$ cat config.mk
export PLATFORM = sky130hd
export DESIGN_NAME = length_prefixed_request_deframer
export DESIGN_NICKNAME = d
export VERILOG_FILES = /design/src/hw/rtl/lprd_pkg.sv /design/src/hw/rtl/length_prefixed_request_deframer.sv
export SDC_FILE = /design/constraint.sdc
export NUM_CORES = 1
export LEC_CHECK = 0
export ABC_AREA = 1
export ABC_CLOCK_PERIOD_IN_PS = 14600
export BUFFER_PORTS_ARGS = -buffer_cell sky130_fd_sc_hd__buf_2
export CAP_MARGIN = 10
export CELL_PAD_IN_SITES_DETAIL_PLACEMENT = 1
export CELL_PAD_IN_SITES_GLOBAL_PLACEMENT = 1
export CORE_MARGIN = 10
export CORE_UTILIZATION = 47
export DETAILED_ROUTE_END_ITERATION = 7
export PLACE_DENSITY_LB_ADDON = 0.1
export SLEW_MARGIN = 20
export SYNTH_ARGS = -nofsm -noshare
export SYNTH_HDL_FRONTEND = slang
export SYNTH_SLANG_ARGS = --single-unit
export TNS_END_PERCENT = 10
$ cat constraint.sdc
create_clock -name clock -period 14.6 [get_ports clock]
set_input_delay 0 -clock clock [delete_from_list [all_inputs] [get_ports clock]]
set_output_delay 0 -clock clock [all_outputs]
set_load 0.005 [all_outputs]
$ cat src/hw/rtl/lprd_pkg.sv
// Shared types and constants for the length-prefixed request deframer.
package lprd_pkg;

   localparam int unsigned ByteWidth   = 8;
   localparam int unsigned WordWidth   = 32;
   localparam int unsigned CountWidth  = 16;
   localparam int unsigned LimitWidth  = 16;
   localparam int unsigned HeaderBytes = 4;

   localparam logic [WordWidth-1:0]  MinFrameLen    = 32'd12;
   localparam logic [WordWidth-1:0]  HeartBeatValue = 32'd0;
   localparam logic [LimitWidth-1:0] LimitReset     = 16'd1024;

   // Content byte offsets where the id, low and high words end.
   localparam logic [CountWidth-1:0] IdEnd   = 16'd4;
   localparam logic [CountWidth-1:0] LowEnd  = 16'd8;
   localparam logic [CountWidth-1:0] HighEnd = 16'd12;

   localparam logic [CountWidth-1:0] HeaderLast = 16'(HeaderBytes - 1);

   typedef enum logic [1:0] {
      KIND_INTEGER   = 2'd0,
      KIND_UNIT      = 2'd1,
      KIND_HEARTBEAT = 2'd2,
      KIND_LEN_ERROR = 2'd3
   } frame_kind_type;

   typedef struct packed {
      logic [WordWidth-1:0] frame_length;
      logic [WordWidth-1:0] range_high;
      logic [WordWidth-1:0] range_low;
      logic [WordWidth-1:0] request_id;
   } rsp_data_type;

endpackage

$ cat src/hw/rtl/length_prefixed_request_deframer.sv
// Top level of the length-prefixed request deframer: byte parser and result register.
//
//   channel  | direction | tdata fields (low bit up)                     | tuser
//   req      | in        | rx_byte[7:0]                                  | -
//   rsp      | out       | request_id, range_low, range_high,            | frame_kind
//            |           | frame_length (32 bits each, 128 total)        |
//   csr      | in        | length_limit[15:0] on csr_wr_data             | -
//
// Cycles: one byte beat is taken every clock while req_tready is high; a result appears on rsp
// in the cycle after the beat that closes a header (length error) or a frame. The parse
// state registers feed one pass of compare and shift logic into the result register.
// Reset clears the parse state, the result valid flag and restores length_limit to 1024.
// Stalls: req_tready drops only while a result is held and rsp_tready is low;
// a waiting result is handed off and the next byte taken in the same cycle.
module length_prefixed_request_deframer (
   input  logic                          clock,
   input  logic                          reset,
   // rx_byte[7:0]
   input  logic [lprd_pkg::ByteWidth-1:0]  req_tdata,
   input  logic                          req_tvalid,
   output logic                          req_tready,
   // request_id[31:0], range_low[63:32], range_high[95:64], frame_length[127:96]
   output logic [4*lprd_pkg::WordWidth-1:0] rsp_tdata,
   // frame_kind[1:0]
   output logic [1:0]                    rsp_tuser,
   output logic                          rsp_tvalid,
   input  logic                          rsp_tready,
   input  logic                          csr_wr_en,
   input  logic [lprd_pkg::LimitWidth-1:0] csr_wr_data
);
   import lprd_pkg::*;

   // Parse state
   logic                    in_content_ff, in_content_in;
   logic [WordWidth-1:0]    length_word_ff, length_word_in;
   logic [CountWidth-1:0]   byte_count_ff, byte_count_in;
   logic [WordWidth-1:0]    id_word_ff, id_word_in;
   logic [WordWidth-1:0]    low_word_ff, low_word_in;
   logic [WordWidth-1:0]    high_word_ff, high_word_in;
   logic [LimitWidth-1:0]   length_limit_ff;

   // Result register
   logic                    rsp_valid_ff, rsp_valid_in;
   frame_kind_type          rsp_kind_ff, rsp_kind_in;
   rsp_data_type            rsp_data_ff, rsp_data_in;

   logic                    req_accept;
   logic                    emit;
   logic [CountWidth-1:0]   count_inc;
   logic [WordWidth-1:0]    length_shift;
   logic [WordWidth-1:0]    id_next, low_next, high_next;
   logic                    length_bad;
   frame_kind_type          frame_kind;

   assign req_tready = !rsp_valid_ff || rsp_tready;
   assign req_accept = req_tvalid && req_tready;

   assign count_inc    = byte_count_ff + 1'b1;
   assign length_shift = {length_word_ff[WordWidth-ByteWidth-1:0], req_tdata};
   assign length_bad   = (length_shift < MinFrameLen) ||
                         (length_shift >= {{(WordWidth-LimitWidth){1'b0}}, length_limit_ff});

   // Shift the content byte into whichever word it belongs to; drop bytes past the twelfth.
   always_comb begin
      id_next   = id_word_ff;
      low_next  = low_word_ff;
      high_next = high_word_ff;
      if (byte_count_ff < IdEnd) begin
         id_next = {id_word_ff[WordWidth-ByteWidth-1:0], req_tdata};
      end else if (byte_count_ff < LowEnd) begin
         low_next = {low_word_ff[WordWidth-ByteWidth-1:0], req_tdata};
      end else if (byte_count_ff < HighEnd) begin
         high_next = {high_word_ff[WordWidth-ByteWidth-1:0], req_tdata};
      end
   end

   always_comb begin
      if (low_next == HeartBeatValue && high_next == HeartBeatValue) begin
         frame_kind = KIND_HEARTBEAT;
      end else if (low_next == 32'd0 && high_next == 32'd1) begin
         frame_kind = KIND_UNIT;
      end else begin
         frame_kind = KIND_INTEGER;
      end
   end

   always_comb begin
      in_content_in  = in_content_ff;
      length_word_in = length_word_ff;
      byte_count_in  = byte_count_ff;
      id_word_in     = id_word_ff;
      low_word_in    = low_word_ff;
      high_word_in   = high_word_ff;
      emit           = 1'b0;
      rsp_kind_in    = rsp_kind_ff;
      rsp_data_in    = rsp_data_ff;

      if (req_accept) begin
         if (!in_content_ff) begin
            // Header phase: gather the big-endian length word.
            length_word_in = length_shift;
            byte_count_in  = count_inc;
            if (byte_count_ff == HeaderLast) begin
               byte_count_in = '0;
               if (length_bad) begin
                  emit                     = 1'b1;
                  rsp_kind_in              = KIND_LEN_ERROR;
                  rsp_data_in.request_id   = '0;
                  rsp_data_in.range_low    = '0;
                  rsp_data_in.range_high   = '0;
                  rsp_data_in.frame_length = length_shift;
                  length_word_in           = '0;
               end else begin
                  in_content_in = 1'b1;
                  id_word_in    = '0;
                  low_word_in   = '0;
                  high_word_in  = '0;
               end
            end
         end else begin
            // Content phase: gather words, close the frame on its last byte.
            id_word_in    = id_next;
            low_word_in   = low_next;
            high_word_in  = high_next;
            byte_count_in = count_inc;
            if ({{(WordWidth-CountWidth){1'b0}}, count_inc} >= length_word_ff) begin
               emit                     = 1'b1;
               rsp_kind_in              = frame_kind;
               rsp_data_in.request_id   = id_next;
               rsp_data_in.range_low    = low_next;
               rsp_data_in.range_high   = high_next;
               rsp_data_in.frame_length = length_word_ff;
               in_content_in            = 1'b0;
               length_word_in           = '0;
               byte_count_in            = '0;
               id_word_in               = '0;
               low_word_in              = '0;
               high_word_in             = '0;
            end
         end
      end

      // Hold the result until taken; load a fresh one on emit.
      if (emit) begin
         rsp_valid_in = 1'b1;
      end else if (rsp_tready) begin
         rsp_valid_in = 1'b0;
      end else begin
         rsp_valid_in = rsp_valid_ff;
      end
   end

   always_ff @(posedge clock) begin
      if (reset) begin
         in_content_ff   <= 1'b0;
         length_word_ff  <= '0;
         byte_count_ff   <= '0;
         id_word_ff      <= '0;
         low_word_ff     <= '0;
         high_word_ff    <= '0;
         length_limit_ff <= LimitReset;
         rsp_valid_ff    <= 1'b0;
      end else begin
         in_content_ff  <= in_content_in;
         length_word_ff <= length_word_in;
         byte_count_ff  <= byte_count_in;
         id_word_ff     <= id_word_in;
         low_word_ff    <= low_word_in;
         high_word_ff   <= high_word_in;
         rsp_valid_ff   <= rsp_valid_in;
         if (csr_wr_en) begin
            length_limit_ff <= csr_wr_data;
         end
      end
   end

   always_ff @(posedge clock) begin
      rsp_kind_ff <= rsp_kind_in;
      rsp_data_ff <= rsp_data_in;
   end

   assign rsp_tvalid = rsp_valid_ff;
   assign rsp_tuser  = rsp_kind_ff;
   assign rsp_tdata  = rsp_data_ff;

   // Header phase never counts past the fourth length byte.
   assert property (@(posedge clock) disable iff (reset)
      !in_content_ff |-> byte_count_ff < 16'(HeaderBytes))
      else $error("header byte count overran");

   // In a frame the count stays below an accepted length of at least twelve.
   assert property (@(posedge clock) disable iff (reset)
      in_content_ff |-> (length_word_ff >= MinFrameLen) &&
                        ({{(WordWidth-CountWidth){1'b0}}, byte_count_ff} < length_word_ff))
      else $error("content count beyond frame length");

   // A length error carries zero words; a frame result carries a length of at least twelve.
   assert property (@(posedge clock) disable iff (reset)
      rsp_valid_ff && rsp_kind_ff == KIND_LEN_ERROR |->
         rsp_data_ff.request_id == '0 && rsp_data_ff.range_low == '0 &&
         rsp_data_ff.range_high == '0)
      else $error("length error result with nonzero words");

   assert property (@(posedge clock) disable iff (reset)
      rsp_valid_ff && rsp_kind_ff != KIND_LEN_ERROR |->
         rsp_data_ff.frame_length >= MinFrameLen)
      else $error("frame result with short length");

   // Heartbeat classification matches the words it reports.
   assert property (@(posedge clock) disable iff (reset)
      rsp_valid_ff && rsp_kind_ff == KIND_HEARTBEAT |->
         rsp_data_ff.range_low == HeartBeatValue && rsp_data_ff.range_high == HeartBeatValue)
      else $error("heartbeat with nonzero range");

endmodule
==> flow_summary.json, run 1 <==
{
  "status": "finished, final reports clean",
  "io-pin-count": 161,
  "cts.repair.resized": 0,
  "numClockSinks": 292,
  "layout_min_cycle_time_ns": 6.12,
  "drive_above_1_share": 0.135,
  "gp_congestion": 0.842,
  "grt_pass1_wl_um": 71300,
  "crit_path_start_kind": "flip-flop",
  "clk_path_buf_depth": 3,
  "syn_inst": 1726,
  "antenna_found_initial": 1,
  "maxCapViolCount": 0,
  "cp.required_ns": 14.77,
  "rows": 63,
  "route.met3.wl_um": 2560,
  "path_class": "reg -> reg",
  "postSynthAreaPerCell_sq_um": 8.15,
  "drt-wirelength-per-cell_um": 20.0,
  "power.leakage_uw": 0.00655,
  "grt_pass1_vias": 12700,
  "top_layer_used": "met4",
  "cts_setup_buffers": 0,
  "synth_top_area_frac": 0.278,
  "hold_buffers": 28,
  "grt_usage": 0.237,
  "insertion_delay_ns": 0.56,
  "routed-via-count": 12500,
  "p_per_area_nw_per_um2": 114,
  "wl_met1_um": 20200,
  "hp-class": "in -> reg",
  "worst_pin_slew_ns": 1.06,
  "skew_ns": 0.0106,
  "cts_tree": "done",
  "ant_nets": 0,
  "numCtsBuffers": 31,
  "tns_ns": 0,
  "num-nets-final": 1900,
  "start_util": 0.476,
  "dr_wl_met2_um": 21600,
  "dpl.hpwl_um": 29000,
  "relSlewSlack": 0.292,
  "cts_root_buf": "clkbuf_16",
  "viasPerCell": 5.56,
  "clk_pin_slew_worst_paths_ns": 0.06,
  "area_growth_pct": 15.0,
  "yosys_warnings": 0,
  "synth.distinct_cells": 33,
  "final_util": 0.547,
  "rsz0062_at_grt": "false",
  "layout_commonest_cell": "nand2_1",
  "core_area_sq_um": 29600,
  "grt_max_degree": 86,
  "ir_worst_vdd_uv": 88.5,
  "fin_crit_sh": 0.419,
  "htree_levels": 1,
  "synth_area_sq_um": 14100,
  "final_cell_mix": "nand2_1 (420), a21oi_1 (196), nor2_1 (186)",
  "synth_top_area_cell": "edfxtp_1",
  "dieArea_sq_um": 37300,
  "finalSetupViolCount": 0,
  "synthTopCellsByArea": "edfxtp_1 (28%), dfxtp_1 (23%), nand2_1 (11%)",
  "routed_wl_um": 45100,
  "die_y_um": 193,
  "firstDrtPassIters": 5,
  "ys_seq_area_frac": 0.508,
  "drtIter0Drc": 937,
  "hold_viol_final": 0,
  "ys_seq_elements": 292,
  "max_clock_freq_mhz": 163,
  "worstPathArrival_ns": 6.29,
  "cp-end-kind": "flip-flop",
  "synth_nets": 1788,
  "cp_max_fo": 82,
  "grt.overflow.total": 0,
  "drc_errors": 0,
  "slew_viol_final": 0,
  "total_power_uw": 1840,
  "chipWidth_um": 193,
  "portBuffers": 160
}
## cell families after synthesis
logic type	count (synthesis)	share of synthesized area
AND/OR/NAND/NOR	818	0.254
buffers and inverters	262	0.0859
adder cells (fa/ha/maj)	33	0.0294
XOR/XNOR	10	0.00623
flip-flops	292	0.508
AO/OA/AOI/OAI	311	0.117
## cell usage after synthesis (all sizes together)
cell,instances
ha,33
dfxtp,162
nand3b,1
nand4,120
inv,141
clkbuf,45
xor2,10
nand3,68
nor4,3
and3,1
a21oi,206
or2,2
clkinv,1
nor2,191
nand2,428
o21a,3
o21ai,86
o21bai,16
edfxtp,130
nor3,4
buf,75
## flip-flops by register name, indices dropped and copies added (netlist names)
signal           cells
byte_count_ff       16
high_word_ff        32
id_word_ff          32
in_content_ff        1
length_limit_ff     16
length_word_ff      32
low_word_ff         32
rsp_tdata          128
rsp_tuser            2
rsp_tvalid           1
## power breakdown
part	switching, uW	total (uW)	internal, uW
Clock	328	862	534
Sequential	7.26	866	859
Combinational	80.5	115	35.0
## layer usage
layer,GRT usage,vias up
met5,0,-
met4,0.0506,0
met3,0.0331,48
met2,0.392,317
met1,0.324,6154
li1,-,6013
## area by class of cell
class	instances	area, sq um
clock inverter	19	295
sequential	292	7150
timing repair buffer	199	1170
inverter	142	537
antenna	2	5.00
fill	3588	13400
multi-input combinational	1172	5720
tap	390	488
clock buffer	38	812
## worst paths after layout
| check | from | endpoint | slack, ns | depth (start not counted) |
|---|---|---|---|---|
| max | byte_count_ff[2] | rsp_tdata[17] | 8.48 | 19 |
| min reg2reg | length_limit_ff[5] | length_limit_ff[5] | 0.47 | 2 |
| max reg2reg | byte_count_ff[2] | rsp_tdata[17] | 8.48 | 19 |
| min | reset | byte_count_ff[14] | 0.05 | 2 |
## through the flow
stage | cells | setup slack, ns | hold WS (ns) | cell area, sq um
after floorplan | 1726 | 8.92 | 0.102 | 14100
after global placement | 2167 | 8.91 | 0.226 | 14800
after detailed placement | 2167 | 8.63 | 0.230 | 14800
after CTS | 2252 | 8.50 | 0.0253 | 16200
after global routing | 2253 | 8.04 | 0.0580 | 16200
final | 2254 | 8.48 | 0.0450 | 16200
## critical path, cell delays in order (launching register included)
cell and delay [ns]:
dfxtp_1 0.67, inv_2 0.09, nor2_1 0.20, nand3_1 0.18
nor3_4 0.24, inv_1 0.14, nor2_1 0.16, xor2_1 0.23
inv_1 0.07, ha_1 0.29, nand2_1 0.07, nor3_1 0.26
nand2_1 0.12, nand2_1 0.14, nand2_4 0.27, nand2_1 0.61
buf_4 0.33, nand3_1 0.17, inv_4 0.50, buf_4 0.90
(Power assumes the default switching activity.)
==> run 2: changes to the inputs <==
ABC_CLOCK_PERIOD_IN_PS = 6200   (was 14600)
CORE_UTILIZATION = 44   (was 47)
clock period = 6.2 ns   (was 14.6 ns; I/O delays follow)
==> flow_summary.json, run 2 (same netlist as run 1, synthesis figures left out) <==
{
  "drtIter0Drc": 1069,
  "cts_tree": "done",
  "start_util": 0.446,
  "io-pin-count": 161,
  "rows": 65,
  "rsz0062_at_grt": "false",
  "firstDrtPassIters": 5,
  "drive_above_1_share": 0.139,
  "hold_viol_final": 0,
  "chipWidth_um": 199,
  "slew_viol_final": 0,
  "clk_pin_slew_worst_paths_ns": 0.06,
  "relSlewSlack": 0.265,
  "ir_worst_vdd_uv": 146,
  "htree_levels": 2,
  "numClockSinks": 292,
  "status": "finished, final reports clean",
  "cts_setup_buffers": 0,
  "largest_reg_flops": 128,
  "regArea_sq_um": 7150,
  "area_growth_pct": 14.6,
  "clk_path_buf_depth": 3,
  "antenna_found_initial": 0,
  "multiInputGateArea_sq_um": 5720,
  "max_clock_freq_mhz": 210,
  "cp_max_fo": 45,
  "grt_max_degree": 97,
  "finalSetupViolCount": 0,
  "gp_congestion": 0.866,
  "drt-wirelength-per-cell_um": 20.0,
  "dieArea_sq_um": 39500,
  "holdWs_ns": 0.00513,
  "antennaDiodeCount": 0,
  "cts_root_buf": "clkbuf_16",
  "drc_errors": 0,
  "grt.overflow.total": 0,
  "layout_commonest_cell": "nand2_1",
  "hp-class": "in -> reg",
  "maxCapViolCount": 0,
  "crit_path_start_kind": "flip-flop",
  "reg2reg_depth": 19,
  "grt_pass1_wl_um": 71500,
  "core_area_sq_um": 31600,
  "portBuffers": 160,
  "hold_buffers": 22,
  "cts.repair.resized": 0,
  "grt_usage": 0.225,
  "insertion_delay_ns": 0.53,
  "worst_pin_slew_ns": 1.10,
  "path_class": "reg -> reg",
  "p_per_area_nw_per_um2": 262,
  "final_cell_mix": "nand2_1 (420), a21oi_1 (196), nor2_1 (186)",
  "dpl.hpwl_um": 29400,
  "skew_ns": 0.0220,
  "power.leakage_uw": 0.00654,
  "routed_wl_um": 45300,
  "tns_ns": 0,
  "routed-via-count": 12600,
  "numCtsBuffers": 34,
  "hold_depth": 3,
  "worstPathArrival_ns": 4.93,
  "viasPerCell": 5.54,
  "die_y_um": 199,
  "ant_nets": 0,
  "layout_min_cycle_time_ns": 4.75,
  "fillers": 3813,
  "cp-end-kind": "flip-flop",
  "fin_crit_sh": 0.767,
  "cp.required_ns": 6.38,
  "grt_pass1_vias": 12600,
  "num-nets-final": 1902
}
run 2: changes by cell type in the layout (fill, tap and decap cells not counted), moves of 3 or more:
cell and change:
clkbuf_16 +3, dlygate4sd3_1 -6, clkinv_2 +4, inv_6 +3
bufinv_16 -7
run 2: worst max-delay path, stage by stage (launching register included):
cell	delay, ns
dfxtp_1	0.63
inv_2	0.08
nor2_1	0.18
nand3_1	0.17
nor3_4	0.25
inv_1	0.13
nor2_1	0.13
xor2_1	0.21
inv_1	0.07
ha_1	0.29
nand2_1	0.07
o21ai_0	0.19
a21oi_1	0.09
nand2_1	0.14
nand2_4	0.07
nand2_1	0.06
buf_4	0.36
nand3_1	0.22
inv_4	0.51
buf_4	0.50
run 2: final timing paths:
kind,start,to,slack [ns]
max,byte_count_ff[2],rsp_tdata[101],1.45
min,req_tdata[0],rsp_tdata[32],0.005
max reg2reg,byte_count_ff[2],rsp_tdata[101],1.45
min reg2reg,length_limit_ff[1],length_limit_ff[1],0.47
run 2: report_power, final:
part	switching, uW	total [uW]	internal (uW)
combinational	191	272	80.4
clock	822	1920	1100
sequential	16.8	2040	2020
total	1030	4230	3200
run 2: cell type report:
class,instances,area share
Timing Repair Buffer,198,0.0722
Clock buffer,45,0.0572
Multi-Input combinational cell,1172,0.355
Clock inverter,17,0.00791
Inverter,142,0.0333
Sequential cell,292,0.443
Tap cell,402,0.0312
run 2: stage by stage:
stage	util	cell area (sq um)	cells	total power, uW	setup WS (ns)
after floorplan	-	14100	1726	2250	0.517
after global placement	0.471	14800	2184	2330	1.72
after detailed placement	0.471	14800	2184	2340	1.50
after CTS	0.511	16100	2268	4250	1.47
after global routing	0.511	16100	2268	4390	0.910
final	0.511	16100	2268	4230	1.45
run 2: routing by layer:
| metal | GRT usage | wire length [um] | up-vias |
|---|---|---|---|
| met5 | 0 | 0 | - |
| met2 | 0.361 | 21000 | 312 |
| met3 | 0.0385 | 2550 | 61 |
| met1 | 0.309 | 20900 | 6149 |
| met4 | 0.0545 | 812 | 0 |
| li1 | - | - | 6037 |
